File: src/rtl/atf_pkg.sv
// Shared types, constants and helper functions for the accelerometer tilt filter.
package atf_pkg;

  typedef struct packed {
    logic signed [15:0] b0;
    logic signed [15:0] b1;
    logic signed [15:0] b2;
    logic signed [15:0] a1;
    logic signed [15:0] a2;
  } atf_coef_t;

  // one calibration row: three gains and an offset, all scaled by 2^32
  typedef struct packed {
    logic signed [23:0] c0;
    logic signed [23:0] c1;
    logic signed [23:0] c2;
    logic signed [28:0] off;
  } cal_row_t;

  typedef enum logic [1:0] {L_IDLE, L_CAL, L_FILT, L_DONE} lane_state_t;
  typedef enum logic [2:0] {
    A_IDLE, A_SQ1, A_SQ2, A_SUM, A_SQRT, A_CORD, A_DIV, A_FIN
  } ang_state_t;
  typedef enum logic [1:0] {T_IDLE, T_LANES, T_ANGLE, T_MERGE} top_state_t;

  localparam logic [3:0] REG_B0       = 4'd0;
  localparam logic [3:0] REG_B1       = 4'd1;
  localparam logic [3:0] REG_B2       = 4'd2;
  localparam logic [3:0] REG_A1       = 4'd3;
  localparam logic [3:0] REG_A2       = 4'd4;
  localparam logic [3:0] REG_TGT_ROLL = 4'd5;
  localparam logic [3:0] REG_TGT_PIT  = 4'd6;
  localparam logic [3:0] REG_DEADBAND = 4'd7;

  localparam cal_row_t CAL_ROWS [3] = '{
    '{-24'sd75846,   24'sd4316296, 24'sd46775,   -29'sd35751808},
    '{24'sd4167418, -24'sd58186,  -24'sd49757,   -29'sd35310848},
    '{24'sd161759,  -24'sd178433,  24'sd4057489, -29'sd161732096}
  };

  localparam logic signed [43:0] SAT_MAX = 44'sd524287;
  localparam logic signed [43:0] SAT_MIN = -44'sd524288;

  function automatic logic signed [19:0] sat20(input logic signed [43:0] v);
    if (v > SAT_MAX) return 20'sd524287;
    if (v < SAT_MIN) return -20'sd524288;
    return v[19:0];
  endfunction

  // atan(2^-i) in 1e-4 degree
  function automatic logic [19:0] atan_lut(input logic [3:0] i);
    case (i)
      4'd0:    return 20'd450000;
      4'd1:    return 20'd265651;
      4'd2:    return 20'd140362;
      4'd3:    return 20'd71250;
      4'd4:    return 20'd35763;
      4'd5:    return 20'd17899;
      4'd6:    return 20'd8952;
      4'd7:    return 20'd4476;
      4'd8:    return 20'd2238;
      4'd9:    return 20'd1119;
      4'd10:   return 20'd560;
      4'd11:   return 20'd280;
      4'd12:   return 20'd140;
      4'd13:   return 20'd70;
      4'd14:   return 20'd35;
      default: return 20'd17;
    endcase
  endfunction

endpackage

File: src/rtl/atf_angle.sv
// Angle unit: sum of squares, bit-serial square root, 16-step CORDIC atan, tenths rounding.
module atf_angle import atf_pkg::*; (
  input  logic               clk,
  input  logic               rst,
  input  logic               start,
  input  logic signed [19:0] num,
  input  logic signed [19:0] o1,
  input  logic signed [19:0] o2,
  output logic               done,
  output logic [10:0]        tenths
);
  ang_state_t state, state_next;
  logic [4:0] i;
  logic signed [39:0] sqp;
  logic [39:0] v;
  logic [40:0] r, bitv, trial;
  logic signed [43:0] x, y, dx, dy;
  logic signed [21:0] z;
  logic [19:0] mag, zc, zr;
  logic [40:0] qp;
  logic [9:0] t;

  always_comb begin
    mag   = num[19] ? (~num + 20'd1) : num;
    bitv  = 41'd1 << (6'd38 - {i, 1'b0});
    trial = r + bitv;
    dx    = y >>> i[3:0];
    dy    = x >>> i[3:0];
    if (z < 22'sd0)             zc = '0;
    else if (z > 22'sd900000)   zc = 20'd900000;
    else                        zc = z[19:0];
    zr    = zc + 20'd500;
    t     = qp[39:30];
  end

  always_comb begin
    state_next = state;
    case (state)
      A_IDLE: if (start) state_next = A_SQ1;
      A_SQ1:  state_next = A_SQ2;
      A_SQ2:  state_next = A_SUM;
      A_SUM:  state_next = A_SQRT;
      A_SQRT: if (i == 5'd19) state_next = A_CORD;
      A_CORD: if (i == 5'd15) state_next = A_DIV;
      A_DIV:  state_next = A_FIN;
      A_FIN:  state_next = A_IDLE;
      default: state_next = A_IDLE;
    endcase
  end

  assign done = (state == A_FIN);

  always_ff @(posedge clk) begin
    if (rst) state <= A_IDLE;
    else     state <= state_next;
  end

  always_ff @(posedge clk) begin
    if (rst) begin
      i <= '0;
    end else begin
      case (state)
        A_SQ1: sqp <= o1 * o1;
        A_SQ2: begin
          sqp <= o2 * o2;
          v   <= sqp;
        end
        A_SUM: begin
          v <= v + sqp;
          r <= '0;
          i <= '0;
        end
        A_SQRT: begin
          if ({1'b0, v} >= trial) begin
            v <= v - trial[39:0];
            r <= (r >> 1) + bitv;
          end else begin
            r <= r >> 1;
          end
          i <= i + 5'd1;
          if (i == 5'd19) begin
            i <= '0;
            x <= {4'b0, r[20:1] + ({1'b0, v} >= trial ? bitv[19:0] : 20'd0), 20'b0};
            y <= {4'b0, mag, 20'b0};
            z <= '0;
          end
        end
        A_CORD: begin
          if (!y[43]) begin
            x <= x + dx;
            y <= y - dy;
            z <= z + 22'(atan_lut(i[3:0]));
          end else begin
            x <= x - dx;
            y <= y + dy;
            z <= z - 22'(atan_lut(i[3:0]));
          end
          i <= i + 5'd1;
          if (i == 5'd15) i <= '0;
        end
        A_DIV: qp <= {21'b0, zr} * 41'd1073742;
        A_FIN: begin
          if (num == 20'sd0)  tenths <= '0;
          else if (!num[19])  tenths <= 11'd900 + {1'b0, t};
          else                tenths <= 11'd900 - {1'b0, t};
        end
        default: ;
      endcase
    end
  end

endmodule

File: config.mk
export PLATFORM = sky130hd
export DESIGN_NAME = atf_angle
export DESIGN_NICKNAME = d
export VERILOG_FILES = /design/src/rtl/atf_pkg.sv /design/src/rtl/atf_angle.sv
export SDC_FILE = /design/constraint.sdc
export NUM_CORES = 2
export LEC_CHECK = 0
export BUFFER_PORTS_ARGS = -buffer_cell sky130_fd_sc_hd__buf_4
export CORE_MARGIN = 2
export CORE_UTILIZATION = 39
export DETAILED_ROUTE_END_ITERATION = 8
export GPL_ROUTABILITY_DRIVEN = 0
export PLACE_DENSITY = 0.57
export SETUP_SLACK_MARGIN = 0.15
export SLEW_MARGIN = 20
export SYNTH_ARGS = -nofsm -noshare
export SYNTH_HDL_FRONTEND = slang
export SYNTH_SLANG_ARGS = --single-unit
File: constraint.sdc
create_clock -name clk -period 37.2 [get_ports clk]
set_input_delay 11.16 -clock clk [delete_from_list [all_inputs] [get_ports clk]]
set_output_delay 11.16 -clock clk [all_outputs]
set_load 0.03 [all_outputs]
Word-level counts from Yosys, hierarchy flattened
Memories as Yosys holds them, arrays and structs flattened. A register that Yosys moved wholly into a read port is not among the register bits.
Cells that the tools add are included.
{"block": "word_totals", "regBits": 289, "mem_bits_ro": 608, "inputBits": 63, "output_inout_bits": 12, "wordCells": 103, "memories": 2}
{"block": "op_classes", "n_addsub": 17, "n_mul": 3, "n_lt_le_gt_ge": 3, "eq_ne": 13, "n_shift": 3, "muxes": 36, "n_bitwise": 2, "n_reduce_logical": 14}
{"name": "(name not given)", "words": 16, "width": 19, "rd": 1, "rd_ports_with_merged_regs": 1, "write_ports": 0, "line": "atf_pkg.sv:52", "rtl": "case (i)"}
{"name": "(name not given)", "words": 16, "width": 19, "rd": 1, "rd_ports_with_merged_regs": 1, "write_ports": 0, "line": "atf_pkg.sv:52"}
{"op": "$mux 20", "n": 10}
{"op": "$mux 44", "n": 4}
{"op": "$pmux 44 s2", "n": 2}
{"op": "$pmux 40 s3", "n": 1}
{"op": "$add 44x44->44", "n": 2}
{"op": "$sshr 44x4->44", "n": 2}
{"op": "$sub 44x44->44", "n": 2}
{"op": "$pmux 41 s2", "n": 1}
{"op": "$mul 20x20->40", "n": 2}
{"op": "$pmux 40 s2", "n": 1}
{"op": "$mux 22", "n": 2}
{"op": "$pmux 22 s2", "n": 1}
{"op": "$add 40x41->41", "n": 1}
{"op": "$add 41x41->41", "n": 1}
{"op": "$ge 40x41->1", "n": 1}
{"op": "$mux 41", "n": 1}
{"op": "$shl 1x6->41 const A", "n": 1}
{"op": "$add 40x40->40", "n": 1}
{"op": "$mux 40", "n": 1}
{"op": "$sub 40x40->40", "n": 1}
{"op": "$mul 20x20->39 const B", "n": 1}
{"op": "$pmux 3 s8", "n": 1}
{"op": "$add 22x20->22", "n": 1}
{"op": "$gt 22x21->1 const B", "n": 1}
{"op": "28 further kinds", "n": 49}

Logic depth before layout (Yosys ltp)
{"block": "logic_depth", "ltp_word": 8, "depth_mapped": 44, "depth_no_buf": 37}

Worst setup path after synthesis
Ideal clock, no wire load.
{"block": "synth_path", "path_kind": "input -> register", "from": "input rst", "to": "register x[0] (enable)", "setup_ps": 714, "arrival_ps": 18839, "required_ps": 36486, "slack_ps": 17648, "stages": 2, "n_path_buf": 1, "path_cell_list": "clkbuf_1 > nor3_1"}
{"block": "synth_via", "elab_chain_len": 2}
{"item": "start: declaration", "line": "atf_angle.sv:4", "rtl": "input logic rst,"}
{"item": "$not 1->1 (no source line)"}
{"item": "$reduce_and 3->1 (no source line)"}
{"item": "end signal: assignment", "line": "atf_angle.sv:83", "rtl": "x <= {4'b0, r[20:1] + ({1'b0, v} >= trial ? bitv[19:0] : 20'd0), 20'b0};"}
{"item": "end signal: assignment", "line": "atf_angle.sv:90", "rtl": "x <= x + dx;"}
{"item": "end signal: assignment", "line": "atf_angle.sv:94", "rtl": "x <= x - dx;"}
{"item": "end: declaration", "line": "atf_angle.sv:17", "rtl": "logic signed [43:0] x, y, dx, dy;"}
No other way between the ends.
A chain may end at the register's enable or synchronous reset.

Worst setup path in the final report
{"block": "layout_path", "from": "input o2[2]", "to": "register sqp[38] (data pin)"}
{"block": "layout_via", "elab_chain_len": 2}
{"item": "start: declaration", "line": "atf_angle.sv:8", "rtl": "input logic signed [19:0] o2,"}
{"item": "$mul 20x20->40", "line": "atf_angle.sv:65", "rtl": "sqp <= o2 * o2;"}
{"item": "$pmux 40 s2", "line": "atf_angle.sv:62", "rtl": "case (state)"}
{"item": "end signal: assignment", "line": "atf_angle.sv:63", "rtl": "A_SQ1: sqp <= o1 * o1;"}
{"item": "end signal: assignment", "line": "atf_angle.sv:65"}
{"item": "end: declaration", "line": "atf_angle.sv:14", "rtl": "logic signed [39:0] sqp;"}
No other way between the ends.

==> results.sh <==
export IMPL_outcome="complete, no violations"
export IMPL_clockBufferDepth=3
export IMPL_area_growth_pct=6.20
export IMPL_cts_setup_buffers=0
export IMPL_clock_sinks=278
export IMPL_cpPeakStageDelay_ps=600
export IMPL_fp_dieArea_sq_um=165000
export IMPL_hold_viol=0
export IMPL_setup_viol=0
export IMPL_rsz0062_at_grt="no"
export IMPL_antenna_found_initial=6
export IMPL_grt_total_usage_pct=20.2
export IMPL_ys_ff_latch=278
export IMPL_critPathRequiredTime_ps=37520
export IMPL_grt_max_degree=69
export IMPL_cts_resized=0
export IMPL_ctsHoldBuffers=0
export IMPL_fin_crit_sh_pct=49.2
export IMPL_critPathSlowestCell="fa_1"
export IMPL_period_needed_ps=18300
export IMPL_yosys_warnings=0
export IMPL_ios=75
export IMPL_setup_tns_final_ps=0
export IMPL_initial_core_util_pct=39.3
export IMPL_finalMaxSlewViolations=0
export IMPL_yosysUniqueCellTypes=95
export IMPL_r2r_cells=38
export IMPL_h_tree_depth=2
export IMPL_cp_end_kind="flop"
export IMPL_slew_limit_headroom_pct=29.4
export IMPL_setup_ws_ps=18900
export IMPL_die_h_um=406
export IMPL_hp_class="reg2reg"
export IMPL_cap_violations=0
export IMPL_crit_fanout=16
export IMPL_avgSynthCellArea_sq_um=9.18
export IMPL_routed_wirelength_um=164000
export IMPL_drt_iter0_markers=3075
export IMPL_core_sq_um=161000
export IMPL_synth_edff_count=251
export IMPL_antenna_left=0
export IMPL_mostFrequentLayoutCell="inv_1"
export IMPL_synthesis_area_sq_um=63100
export IMPL_synthFlopType="edfxtp_1"
export IMPL_grt_overflow=0
export IMPL_syn_inst=6881
export IMPL_viasPerCell=5.38
export IMPL_drc=0
export IMPL_path_delay_family="adder cells"
export IMPL_crit_buf_inv=6
export IMPL_drive_gt1_share_pct=5.78
export IMPL_numCtsBuffers=42
export IMPL_fmax_mhz=54.6
export IMPL_worstHoldPathCells=2
export IMPL_synth_async_reset_ratio_pct=0
export IMPL_clk_latency_ps=610
export IMPL_final_cell_mix="1084 x inv_1, 863 x fa_1, 644 x ha_1"
export IMPL_nets=8356
export IMPL_cts_tree="done"
export IMPL_clk_pin_slew_ps=60
export IMPL_critPathArrivalTime_ps=18620
export IMPL_vias=48300
export IMPL_fin_skew_ps=27.0
export IMPL_wl_per_cell_um=18.2
export IMPL_cp_common_cell="fa_1"
export IMPL_dr_pass1_iters=6
export IMPL_worst_pin_slew_ps=1050
export IMPL_grt_pass1_vias=49800
export IMPL_crit_cells=25
export IMPL_clockRootBuffer="clkbuf_16"
export IMPL_fp_row_count=147
export IMPL_place_hpwl_um=133000
export IMPL_crit_type="in2reg"
export IMPL_post_place_ws_ps=18320
export IMPL_die_w_um=406
export IMPL_portBuffers=74
export IMPL_yosysSeqAreaShare_pct=12.8
export IMPL_grt_pass1_wl_um=268000
export IMPL_cp_start_kind="input pin"
==> kinds of logic (layout without fill, tap and decap cells) <==
family,count (synthesis),after routing,synth area share [%]
AND/OR/NAND/NOR,1777,1777,13.5
adder cells (fa/ha/maj),1507,1507,40.1
buffers and inverters,1343,1277,8.15
AO/OA/AOI/OAI,1293,1293,12.9
XOR/XNOR,462,462,6.41
flip-flops,278,278,12.8
multiplexers,220,220,6.05
other,1,3,0.00594
==> state kept, by name, indices dropped and copies added, names as in the netlist, named ones only <==
signal / count
z: 22
state: 3
qp: 10
tenths: 11
v: 40
i: 5
sqp: 39
x: 44
r: 41
y: 44
==> cells in the mapped netlist (18+ instances only) <==
cell type | n | area [sq um]
nor3_1 | 91 | 455
a21o_1 | 140 | 1050
ha_1 | 644 | 8060
xnor2_1 | 272 | 2380
and3_1 | 61 | 382
mux4_2 | 106 | 2390
nand3_1 | 77 | 385
fa_1 | 863 | 17300
o21a_1 | 40 | 300
mux2i_1 | 59 | 591
a31o_2 | 26 | 228
inv_1 | 1084 | 4070
o211ai_1 | 28 | 210
and2_1 | 198 | 1240
xor2_1 | 190 | 1660
or3_1 | 30 | 188
nor4_1 | 24 | 150
nor2b_1 | 53 | 332
nor2_1 | 441 | 1660
mux2_2 | 39 | 439
and4_1 | 18 | 158
edfxtp_1 | 251 | 7540
o31ai_1 | 30 | 225
a31oi_1 | 91 | 569
dfxtp_1 | 27 | 541
a21oi_1 | 382 | 1910
nand2b_1 | 64 | 400
o21bai_1 | 52 | 390
a211oi_1 | 61 | 458
buf_1 | 26 | 97.6
nand2_1 | 588 | 2210
clkbuf_1 | 198 | 743
nand4_1 | 51 | 319
o21ai_0 | 278 | 1390
==> cell type report <==
type,instances,area [sq um]
timing repair buffer,110,838
tap,2160,2700
clock buffer,56,1190
multi-input combinational,5261,50000
fill,16000,93700
clock inverter,18,135
antenna,1,2.50
inverter,1093,4100
sequential,278,8090
==> metal layers <==
metal | track usage, % | up-vias | routed length (um)
met5 | 0 | - | 27
met4 | 3.41 | 4 | 2260
met3 | 1.71 | 137 | 6620
met2 | 34.8 | 978 | 80000
met1 | 27.9 | 24200 | 74600
li1 | - | 23000 | -
==> worst min-delay path, stage by stage (launching register included) <==
cell and delay [ps]:
dfxtp_1 350, nand3_1 80, a31oi_1 80
==> final timing paths <==
| path | start | endpoint | slack, ps |
|---|---|---|---|
| max | o2[2] | sqp[38] | 18900 |
| min reg2reg | i[4] | i[4] | 570 |
| max reg2reg | i[3] | x[38] | 25710 |
| min | i[4] | i[4] | 570 |
==> per-stage QoR <==
stage	util (%)	cell area [sq um]	std cells	hold WS (ps)
floorplan	-	63100	6882	522
global placement	40.9	65700	8901	553
detailed placement	40.9	65700	8901	568
CTS	41.7	67000	8975	575
global route	41.7	67100	8977	605
finish	41.7	67100	8977	570
Power is left out: the tool's default activity adds up to more than one toggle a clock period on the data nets, which glitch-free logic cannot reach.
