--- src/rtl/atf_pkg.sv ---
// Shared types, constants and helper functions for the accelerometer tilt filter.
package atf_pkg;

  typedef struct packed {
    logic signed [15:0] b0;
    logic signed [15:0] b1;
    logic signed [15:0] b2;
    logic signed [15:0] a1;
    logic signed [15:0] a2;
  } atf_coef_t;

  // one calibration row: three gains and an offset, all scaled by 2^32
  typedef struct packed {
    logic signed [23:0] c0;
    logic signed [23:0] c1;
    logic signed [23:0] c2;
    logic signed [28:0] off;
  } cal_row_t;

  typedef enum logic [1:0] {L_IDLE, L_CAL, L_FILT, L_DONE} lane_state_t;
  typedef enum logic [2:0] {
    A_IDLE, A_SQ1, A_SQ2, A_SUM, A_SQRT, A_CORD, A_DIV, A_FIN
  } ang_state_t;
  typedef enum logic [1:0] {T_IDLE, T_LANES, T_ANGLE, T_MERGE} top_state_t;

  localparam logic [3:0] REG_B0       = 4'd0;
  localparam logic [3:0] REG_B1       = 4'd1;
  localparam logic [3:0] REG_B2       = 4'd2;
  localparam logic [3:0] REG_A1       = 4'd3;
  localparam logic [3:0] REG_A2       = 4'd4;
  localparam logic [3:0] REG_TGT_ROLL = 4'd5;
  localparam logic [3:0] REG_TGT_PIT  = 4'd6;
  localparam logic [3:0] REG_DEADBAND = 4'd7;

  localparam cal_row_t CAL_ROWS [3] = '{
    '{-24'sd75846,   24'sd4316296, 24'sd46775,   -29'sd35751808},
    '{24'sd4167418, -24'sd58186,  -24'sd49757,   -29'sd35310848},
    '{24'sd161759,  -24'sd178433,  24'sd4057489, -29'sd161732096}
  };

  localparam logic signed [43:0] SAT_MAX = 44'sd524287;
  localparam logic signed [43:0] SAT_MIN = -44'sd524288;

  function automatic logic signed [19:0] sat20(input logic signed [43:0] v);
    if (v > SAT_MAX) return 20'sd524287;
    if (v < SAT_MIN) return -20'sd524288;
    return v[19:0];
  endfunction

  // atan(2^-i) in 1e-4 degree
  function automatic logic [19:0] atan_lut(input logic [3:0] i);
    case (i)
      4'd0:    return 20'd450000;
      4'd1:    return 20'd265651;
      4'd2:    return 20'd140362;
      4'd3:    return 20'd71250;
      4'd4:    return 20'd35763;
      4'd5:    return 20'd17899;
      4'd6:    return 20'd8952;
      4'd7:    return 20'd4476;
      4'd8:    return 20'd2238;
      4'd9:    return 20'd1119;
      4'd10:   return 20'd560;
      4'd11:   return 20'd280;
      4'd12:   return 20'd140;
      4'd13:   return 20'd70;
      4'd14:   return 20'd35;
      default: return 20'd17;
    endcase
  endfunction

endpackage

--- src/rtl/atf_lane.sv ---
// One axis lane: calibration row, sample window and window-rerun biquad on a shared multiplier.
module atf_lane import atf_pkg::*; #(
  parameter int WINDOW = 5
) (
  input  logic               clk,
  input  logic               rst,
  input  logic               start,
  input  logic               do_filt,
  input  logic signed [15:0] samp0,
  input  logic signed [15:0] samp1,
  input  logic signed [15:0] samp2,
  input  cal_row_t           row,
  input  atf_coef_t          coef,
  output logic               done,
  output logic signed [19:0] filt
);
  localparam int NW = $clog2(WINDOW);

  lane_state_t state, state_next;
  logic [2:0] k;
  logic [NW-1:0] n;
  logic signed [15:0] s0, s1, s2;
  logic filt_en;
  logic signed [19:0] hist [WINDOW];
  logic signed [19:0] x1, x2, y1, y2;
  logic signed [43:0] prod, acc, tot;
  logic signed [23:0] opa;
  logic signed [19:0] opb;
  logic signed [19:0] val;
  logic last_k;

  always_comb begin
    opa = '0;
    opb = '0;
    if (state == L_CAL) begin
      case (k)
        3'd0:    begin opa = row.c0; opb = {{4{s0[15]}}, s0}; end
        3'd1:    begin opa = row.c1; opb = {{4{s1[15]}}, s1}; end
        3'd2:    begin opa = row.c2; opb = {{4{s2[15]}}, s2}; end
        default: begin opa = '0; opb = '0; end
      endcase
    end else begin
      case (k)
        3'd0:    begin opa = {{8{coef.b0[15]}}, coef.b0}; opb = hist[n]; end
        3'd1:    begin opa = {{8{coef.b1[15]}}, coef.b1}; opb = x1; end
        3'd2:    begin opa = {{8{coef.b2[15]}}, coef.b2}; opb = x2; end
        3'd3:    begin opa = {{8{coef.a1[15]}}, coef.a1}; opb = y1; end
        3'd4:    begin opa = {{8{coef.a2[15]}}, coef.a2}; opb = y2; end
        default: begin opa = '0; opb = '0; end
      endcase
    end
    if (state == L_CAL) begin
      tot = acc + prod + {{15{row.off[28]}}, row.off} + 44'sd32768;
      val = sat20(tot >>> 16);
      last_k = (k == 3'd3);
    end else begin
      tot = acc + prod + 44'sd8192;
      val = sat20(tot >>> 14);
      last_k = (k == 3'd5);
    end
  end

  always_comb begin
    state_next = state;
    case (state)
      L_IDLE: if (start) state_next = L_CAL;
      L_CAL:  if (last_k) state_next = filt_en ? L_FILT : L_DONE;
      L_FILT: if (last_k && n == NW'(WINDOW - 1)) state_next = L_DONE;
      L_DONE: state_next = L_IDLE;
      default: state_next = L_IDLE;
    endcase
  end

  assign done = (state == L_DONE);

  always_ff @(posedge clk) begin
    if (rst) state <= L_IDLE;
    else     state <= state_next;
  end

  always_ff @(posedge clk) begin
    if (rst) begin
      k <= '0;
      n <= '0;
      for (int i = 0; i < WINDOW; i++) hist[i] <= '0;
    end else begin
      case (state)
        L_IDLE: begin
          if (start) begin
            s0 <= samp0;
            s1 <= samp1;
            s2 <= samp2;
            filt_en <= do_filt;
            k <= '0;
          end
        end
        L_CAL, L_FILT: begin
          prod <= opa * opb;
          acc  <= (k == 3'd0) ? 44'sd0 : acc + prod;
          k    <= k + 3'd1;
          if (last_k) begin
            k <= '0;
            if (state == L_CAL) begin
              for (int i = 0; i < WINDOW - 1; i++) hist[i] <= hist[i + 1];
              hist[WINDOW - 1] <= val;
              n  <= '0;
              x1 <= '0;
              x2 <= '0;
              y1 <= '0;
              y2 <= '0;
            end else begin
              y2   <= y1;
              y1   <= val;
              x2   <= x1;
              x1   <= hist[n];
              n    <= n + NW'(1);
              filt <= val;
            end
          end
        end
        default: ;
      endcase
    end
  end

endmodule

--- config.mk ---
export PLATFORM = sky130hd
export DESIGN_NAME = atf_lane
export DESIGN_NICKNAME = d
export VERILOG_FILES = /design/src/rtl/atf_pkg.sv /design/src/rtl/atf_lane.sv
export SDC_FILE = /design/constraint.sdc
export NUM_CORES = 2
export LEC_CHECK = 0
export BUFFER_PORTS_ARGS = -buffer_cell sky130_fd_sc_hd__buf_2
export CAP_MARGIN = 15
export CORE_UTILIZATION = 57
export CTS_CLUSTER_SIZE = 14
export DETAILED_ROUTE_END_ITERATION = 10
export GPL_TIMING_DRIVEN = 1
export HOLD_SLACK_MARGIN = 0.15
export PLACE_DENSITY_LB_ADDON = 0.1
export SETUP_SLACK_MARGIN = 0.15
export SYNTH_ARGS = -nofsm -noshare
export SYNTH_HDL_FRONTEND = slang
export SYNTH_SLANG_ARGS = --single-unit
--- constraint.sdc ---
create_clock -name clk -period 8.78 [get_ports clk]
set_clock_uncertainty 0.15 [all_clocks]
set_input_delay 1.317 -clock clk [delete_from_list [all_inputs] [get_ports clk]]
set_output_delay 1.317 -clock clk [all_outputs]
set_load 0.1 [all_outputs]
== Word level (Yosys, flattened, before mapping) ==
Memories as Yosys holds them, arrays and structs flattened. A register that Yosys moved wholly into a read port is not among the register bits.
Cells that the tools add are included.

* Bitwise operators: 7
* Shift operators: 0
* Divide/modulo/power cells: 0
* Add/subtract/negate cells: 7
* Equal/unequal tests: 12
* Reduce and logical (&&, ||, !) cells: 12
* Multiply operators: 1
* Mux-type cells: 49
* Order comparisons: 4

{| class="wikitable"
|+ Operators by type and width
! cell !! count
|-
| $mux 20 || 15
|-
| $add 44x44->44 || 3
|-
| $pmux 24 s5 || 1
|-
| $pmux 20 s5 || 1
|-
| $pmux 24 s3 || 1
|-
| $pmux 20 s3 || 1
|-
| $add 44x15->44 const B || 1
|-
| $add 44x16->44 const B || 1
|-
| $mul 24x20->44 || 1
|-
| $gt 30x20->1 const B || 1
|-
| $lt 30x20->1 const B || 1
|-
| $gt 28x20->1 const B || 1
|-
| $lt 28x20->1 const B || 1
|-
| $mux 24 || 1
|-
| $mux 1 || 19
|-
| $mux 3 || 5
|-
| $eq 3x3->1 const B || 3
|-
| $reduce_and 3->1 || 3
|-
| $pmux 2 s4 || 1
|-
| $add 3x1->3 const B || 2
|-
| $eq 3x2->1 const B || 2
|-
| $mux 2 || 3
|-
| $ne 2x2->1 const B || 3
|-
| $pmux 3 s2 || 1
|-
| other kinds (12) || 20
|}

* Output and inout bits: 21
* Memory bits (writable): 100
* Flip-flop bits (word level): 245
* Memory bits (read-only): 0
* Latch bits: 0
* Memories: 1

{| class="wikitable"
|+ Memory list
! name !! words !! width !! read ports !! clocked after memory_dff !! wr ports !! RTL line !! text
|-
| hist || 5 || 20 || 5 || 1 || 5 || atf_lane.sv:24 || <nowiki>logic signed [19:0] hist [WINDOW];</nowiki>
|}

== Longest topological paths before layout ==
* Word-level depth: 12
* Mapped depth: 39
* Depth with buffers taken out: 36

== Worst setup path after synthesis ==
Ideal clock, no wire load.

* Path kind: register -> register
* From: register (tool-made name)
* To: register prod[43] (data pin)
* Stages on the path, launching flop included: 36
* Path buffers: 3
* Arrival time: 9.315 ns
* Data required time: 8.370 ns
* Slack: -0.945 ns
* Cell sequence: dfxtp_1 -> buf_1 -> clkbuf_1 -> mux4_2 -> mux2i_1 -> o21ai_0 -> nand2_1 -> o21a_1 -> clkbuf_1 -> nor2_1 -> fa_1 -> inv_1 -> fa_1 -> fa_1 -> inv_1 -> fa_1 -> fa_1 -> fa_1 -> inv_1 -> fa_1 -> inv_1 -> ha_1 -> a21o_1 -> a21o_1 -> a21oi_1 -> nand2_1 -> a221o_1 -> a31oi_1 -> o2111ai_1 -> a31oi_1 -> o21ai_0 -> a211oi_1 -> o21ai_0 -> a221oi_1 -> o21bai_1 -> xnor2_1

{| class="wikitable"
|+ RTL lines
! item !! RTL line !! text
|-
| to (signal assigned) || atf_lane.sv:98 || <nowiki>prod <= opa * opb;</nowiki>
|-
| to (decl) || atf_lane.sv:26 || <nowiki>logic signed [43:0] prod, acc, tot;</nowiki>
|}

== Final worst setup path ==
* From: register k[0]
* To: register prod[36] (data pin)

* Cells in the longest elaborated chain, start to end: 4

{| class="wikitable"
|+ Ends and longest elaborated chain
! item !! RTL line !! text
|-
| from (decl) || atf_lane.sv:20 || <nowiki>logic [2:0] k;</nowiki>
|-
| from (signal assigned) || atf_lane.sv:100 || <nowiki>k <= k + 3'd1;</nowiki>
|-
| $eq 3x3->1, or another cell as far along || atf_lane.sv:43 || <nowiki>case (k)</nowiki>
|-
| $pmux 24 s5, or another cell as far along || atf_lane.sv:43 ||
|-
| $mux 24 / $mux 20 (equally long branches) || atf_lane.sv:35 || <nowiki>if (state == L_CAL) begin</nowiki>
|-
| $mul 24x20->44 (*) || atf_lane.sv:98 ||
|}

Every way passes the cells marked *; elsewhere a longest branch is shown, timed or not.
A chain may end at the register's enable or synchronous reset.

==> impl_metrics.json <==
{
  "cts_root_buffer": "clkbuf_16",
  "synth_compound_area_share_pct": 11.09,
  "synthSimpleGateAreaFrac_pct": 13.65,
  "synth_top_family_by_area": "adder cells",
  "rsz0062_at_grt": "true",
  "wire_per_inst_um": 21.47,
  "grt_use_total_pct": 34.00,
  "final-setup-viol-count": 10,
  "synth-xor-area-share_pct": 2.988,
  "highest_layer": "met5",
  "drt_iter0_drc": 2871,
  "dieWidth_um": 262.4,
  "violations": "negative setup slack",
  "ant_nets": 0,
  "drcViolationCount": 0,
  "crit_path_start_kind": "flip-flop",
  "grt-ovfl-total": 0,
  "cts_max_level": 2,
  "grt_pass1_vias": 31770,
  "end_kind": "flip-flop",
  "viasPerCell": 5.837,
  "avgSynthCellArea_um2": 9.962,
  "cts_hold_buf": 0,
  "io_buffers": 253,
  "synth_cell_types": 84,
  "yosys_warnings": 0,
  "register_area_um2": 10350,
  "slew_violations": 0,
  "nNetsFinal": 5522,
  "drive_above_1_share_pct": 21.96,
  "insertion_delay_ns": 0.60,
  "worstSetupStartpoint": "k[0]",
  "coreArea_um2": 67160,
  "synth_mux_area_share_pct": 1.813,
  "cts_made_buffers": 41,
  "critPathSlowestCell": "fa_1",
  "critPathKind": "flip-flop to flip-flop",
  "wl_met1_um": 47300,
  "worst_slew_pin_slew_ns": 1.045,
  "ys_ff_latch": 348,
  "fin_cells": 5413,
  "hp-start": "x1[15]",
  "clk_pin_slew_ns": 0.06,
  "rows": 95,
  "grt_max_degree": 83,
  "wl_met3_um": 8461,
  "clockBufferDepth": 3,
  "slowest_delay_ns": 0.52,
  "cts.sinks": 348,
  "setup_ws_ns": -0.3926,
  "fillers": 5150,
  "syn_area_um2": 38650,
  "wl_met2_um": 55900,
  "wl_um": 116200,
  "area_growth_pct": 21.49,
  "cp.required_ns": 8.92,
  "dr.pass1.iters": 7,
  "synth-adder-area-share_pct": 35.87,
  "max_clock_freq_mhz": 109.0,
  "dp.cells": 5260,
  "ys_seq_area_share_pct": 26.75,
  "synth_flop_cell": "edfxtp_1",
  "netlist_instances": 3880,
  "dieArea_um2": 68860,
  "arrival_ns": 9.31,
  "ys_async_sr_fraction_pct": 0,
  "slew_headroom_pct": 30.33,
  "grt_pass1_wl_um": 179200,
  "cts_tree": "yes",
  "status": "finished, violations left",
  "synth_edf_count": 337,
  "fin_crit_ns": 9.173,
  "antenna_found_initial": 5,
  "post-route-period-util_pct": 104.5,
  "syn_nets": 4900,
  "io-pin-count": 254,
  "drv_cap": 0,
  "crit_top_cell": "fa_1",
  "vias": 31590,
  "start_util_pct": 57.56,
  "layout_commonest_cell": "inv_1",
  "hold_viol": 0,
  "min_path_type": "flip-flop to flip-flop",
  "cp_max_fo": 7,
  "gp_congestion": 0.9695,
  "layout_common_cells": "inv_1, fa_1, buf_4",
  "die_height_um": 262.4,
  "post-dp-hpwl_um": 93510,
  "r2r-start": "k[0]",
  "multi_input_area_um2": 26080
}
-- cell usage after synthesis (55+ instances only) --
library cell	instances	area share, %
inv_1	639	6.2
fa_1	535	28
nand2_1	378	3.7
nor2_1	373	3.6
edfxtp_1	337	26
ha_1	252	8.2
clkbuf_1	145	1.4
o21ai_0	127	1.6
a21oi_1	124	1.6
and2_1	118	1.9
xnor2_1	84	1.9
nor2b_1	68	1.1
a21o_1	55	1.1
-- critical path, delay by kind of cell, from the launching register on --
kind            cells  cell delay (ns)
fa+ha+maj           9             3.77
compound gates     12             2.68
buf+inv            10             0.96
simple gates        6             0.76
flops               1             0.38
xor+xnor            1             0.14
-- final cells by class --
| cell class | instances | area share (%) |
|---|---|---|
| Inverter | 640 | 5.126 |
| Timing Repair Buffer | 744 | 11.95 |
| Clock buffer | 47 | 2.233 |
| Clock inverter | 29 | 0.7620 |
| Antenna cell | 5 | 0.02664 |
| Sequential cell | 348 | 22.03 |
| Tap cell | 873 | 2.326 |
| Multi-Input combinational cell | 2727 | 55.54 |
-- logic make-up after synthesis --
kind of cell | after synthesis
AOI/OAI and AO/OA | 620
adders and majority gates | 787
and+or+nand+nor | 1144
buffers and inverters | 805
xor gates and xnor gates | 131
DFF | 348
muxes | 45
-- state kept, by name, summed over array words and instances (netlist names), named ones only --
register and flops:
x2 20, y2 20, n 3, y1 20, s2 16, hist 100, filt_en 1, filt 20
s0 16, prod 44, k 3, s1 16, state 2, acc 44, x1 20
-- final timing paths --
| path | to | slack, ns | depth (start not counted) |
|---|---|---|---|
| worst max register to register | prod[36] | -0.39 | 38 |
| worst max-delay path | prod[36] | -0.39 | 38 |
| worst min-delay path | x2[15] | 0.37 | 1 |
| worst min register to register | x2[15] | 0.37 | 1 |
-- through the flow --
step	cell area [um2]	hold WS, ns	utilization, %	setup slack, ns	TNS, ns
2_1_floorplan	38960	0.3220	-	0.07535	0
3_3_place_gp	44180	0.3497	65.78	-0.5745	-4.118
3_5_place_dp	44180	0.3617	65.78	-0.6367	-5.086
4_1_cts	46360	0.3708	69.03	-0.3005	-1.310
5_1_grt	46960	0.4066	69.92	-0.7383	-6.040
6_report	46960	0.3700	69.92	-0.3926	-2.368
-- what timing repair did --
| action | 4_1_cts | 5_1_grt |
|---|---|---|
| pin swaps | 27 | 66 |
| setup buffers | 32 | 35 |
| endpoints found under the setup margin | 14 | 16 |
| resized for setup | 96 | 75 |
| cloned | 4 | 1 |
-- metal layers --
layer | global-route usage (%) | vias to the layer above
met1 | 46.87 | 15910
li1 | - | 14130
met2 | 55.45 | 1298
met3 | 4.573 | 250
met5 | 0 | -
met4 | 12.21 | 2
Power is not shown: default switching activity piles up to over one toggle a cycle in this logic, so the estimate is an artifact.
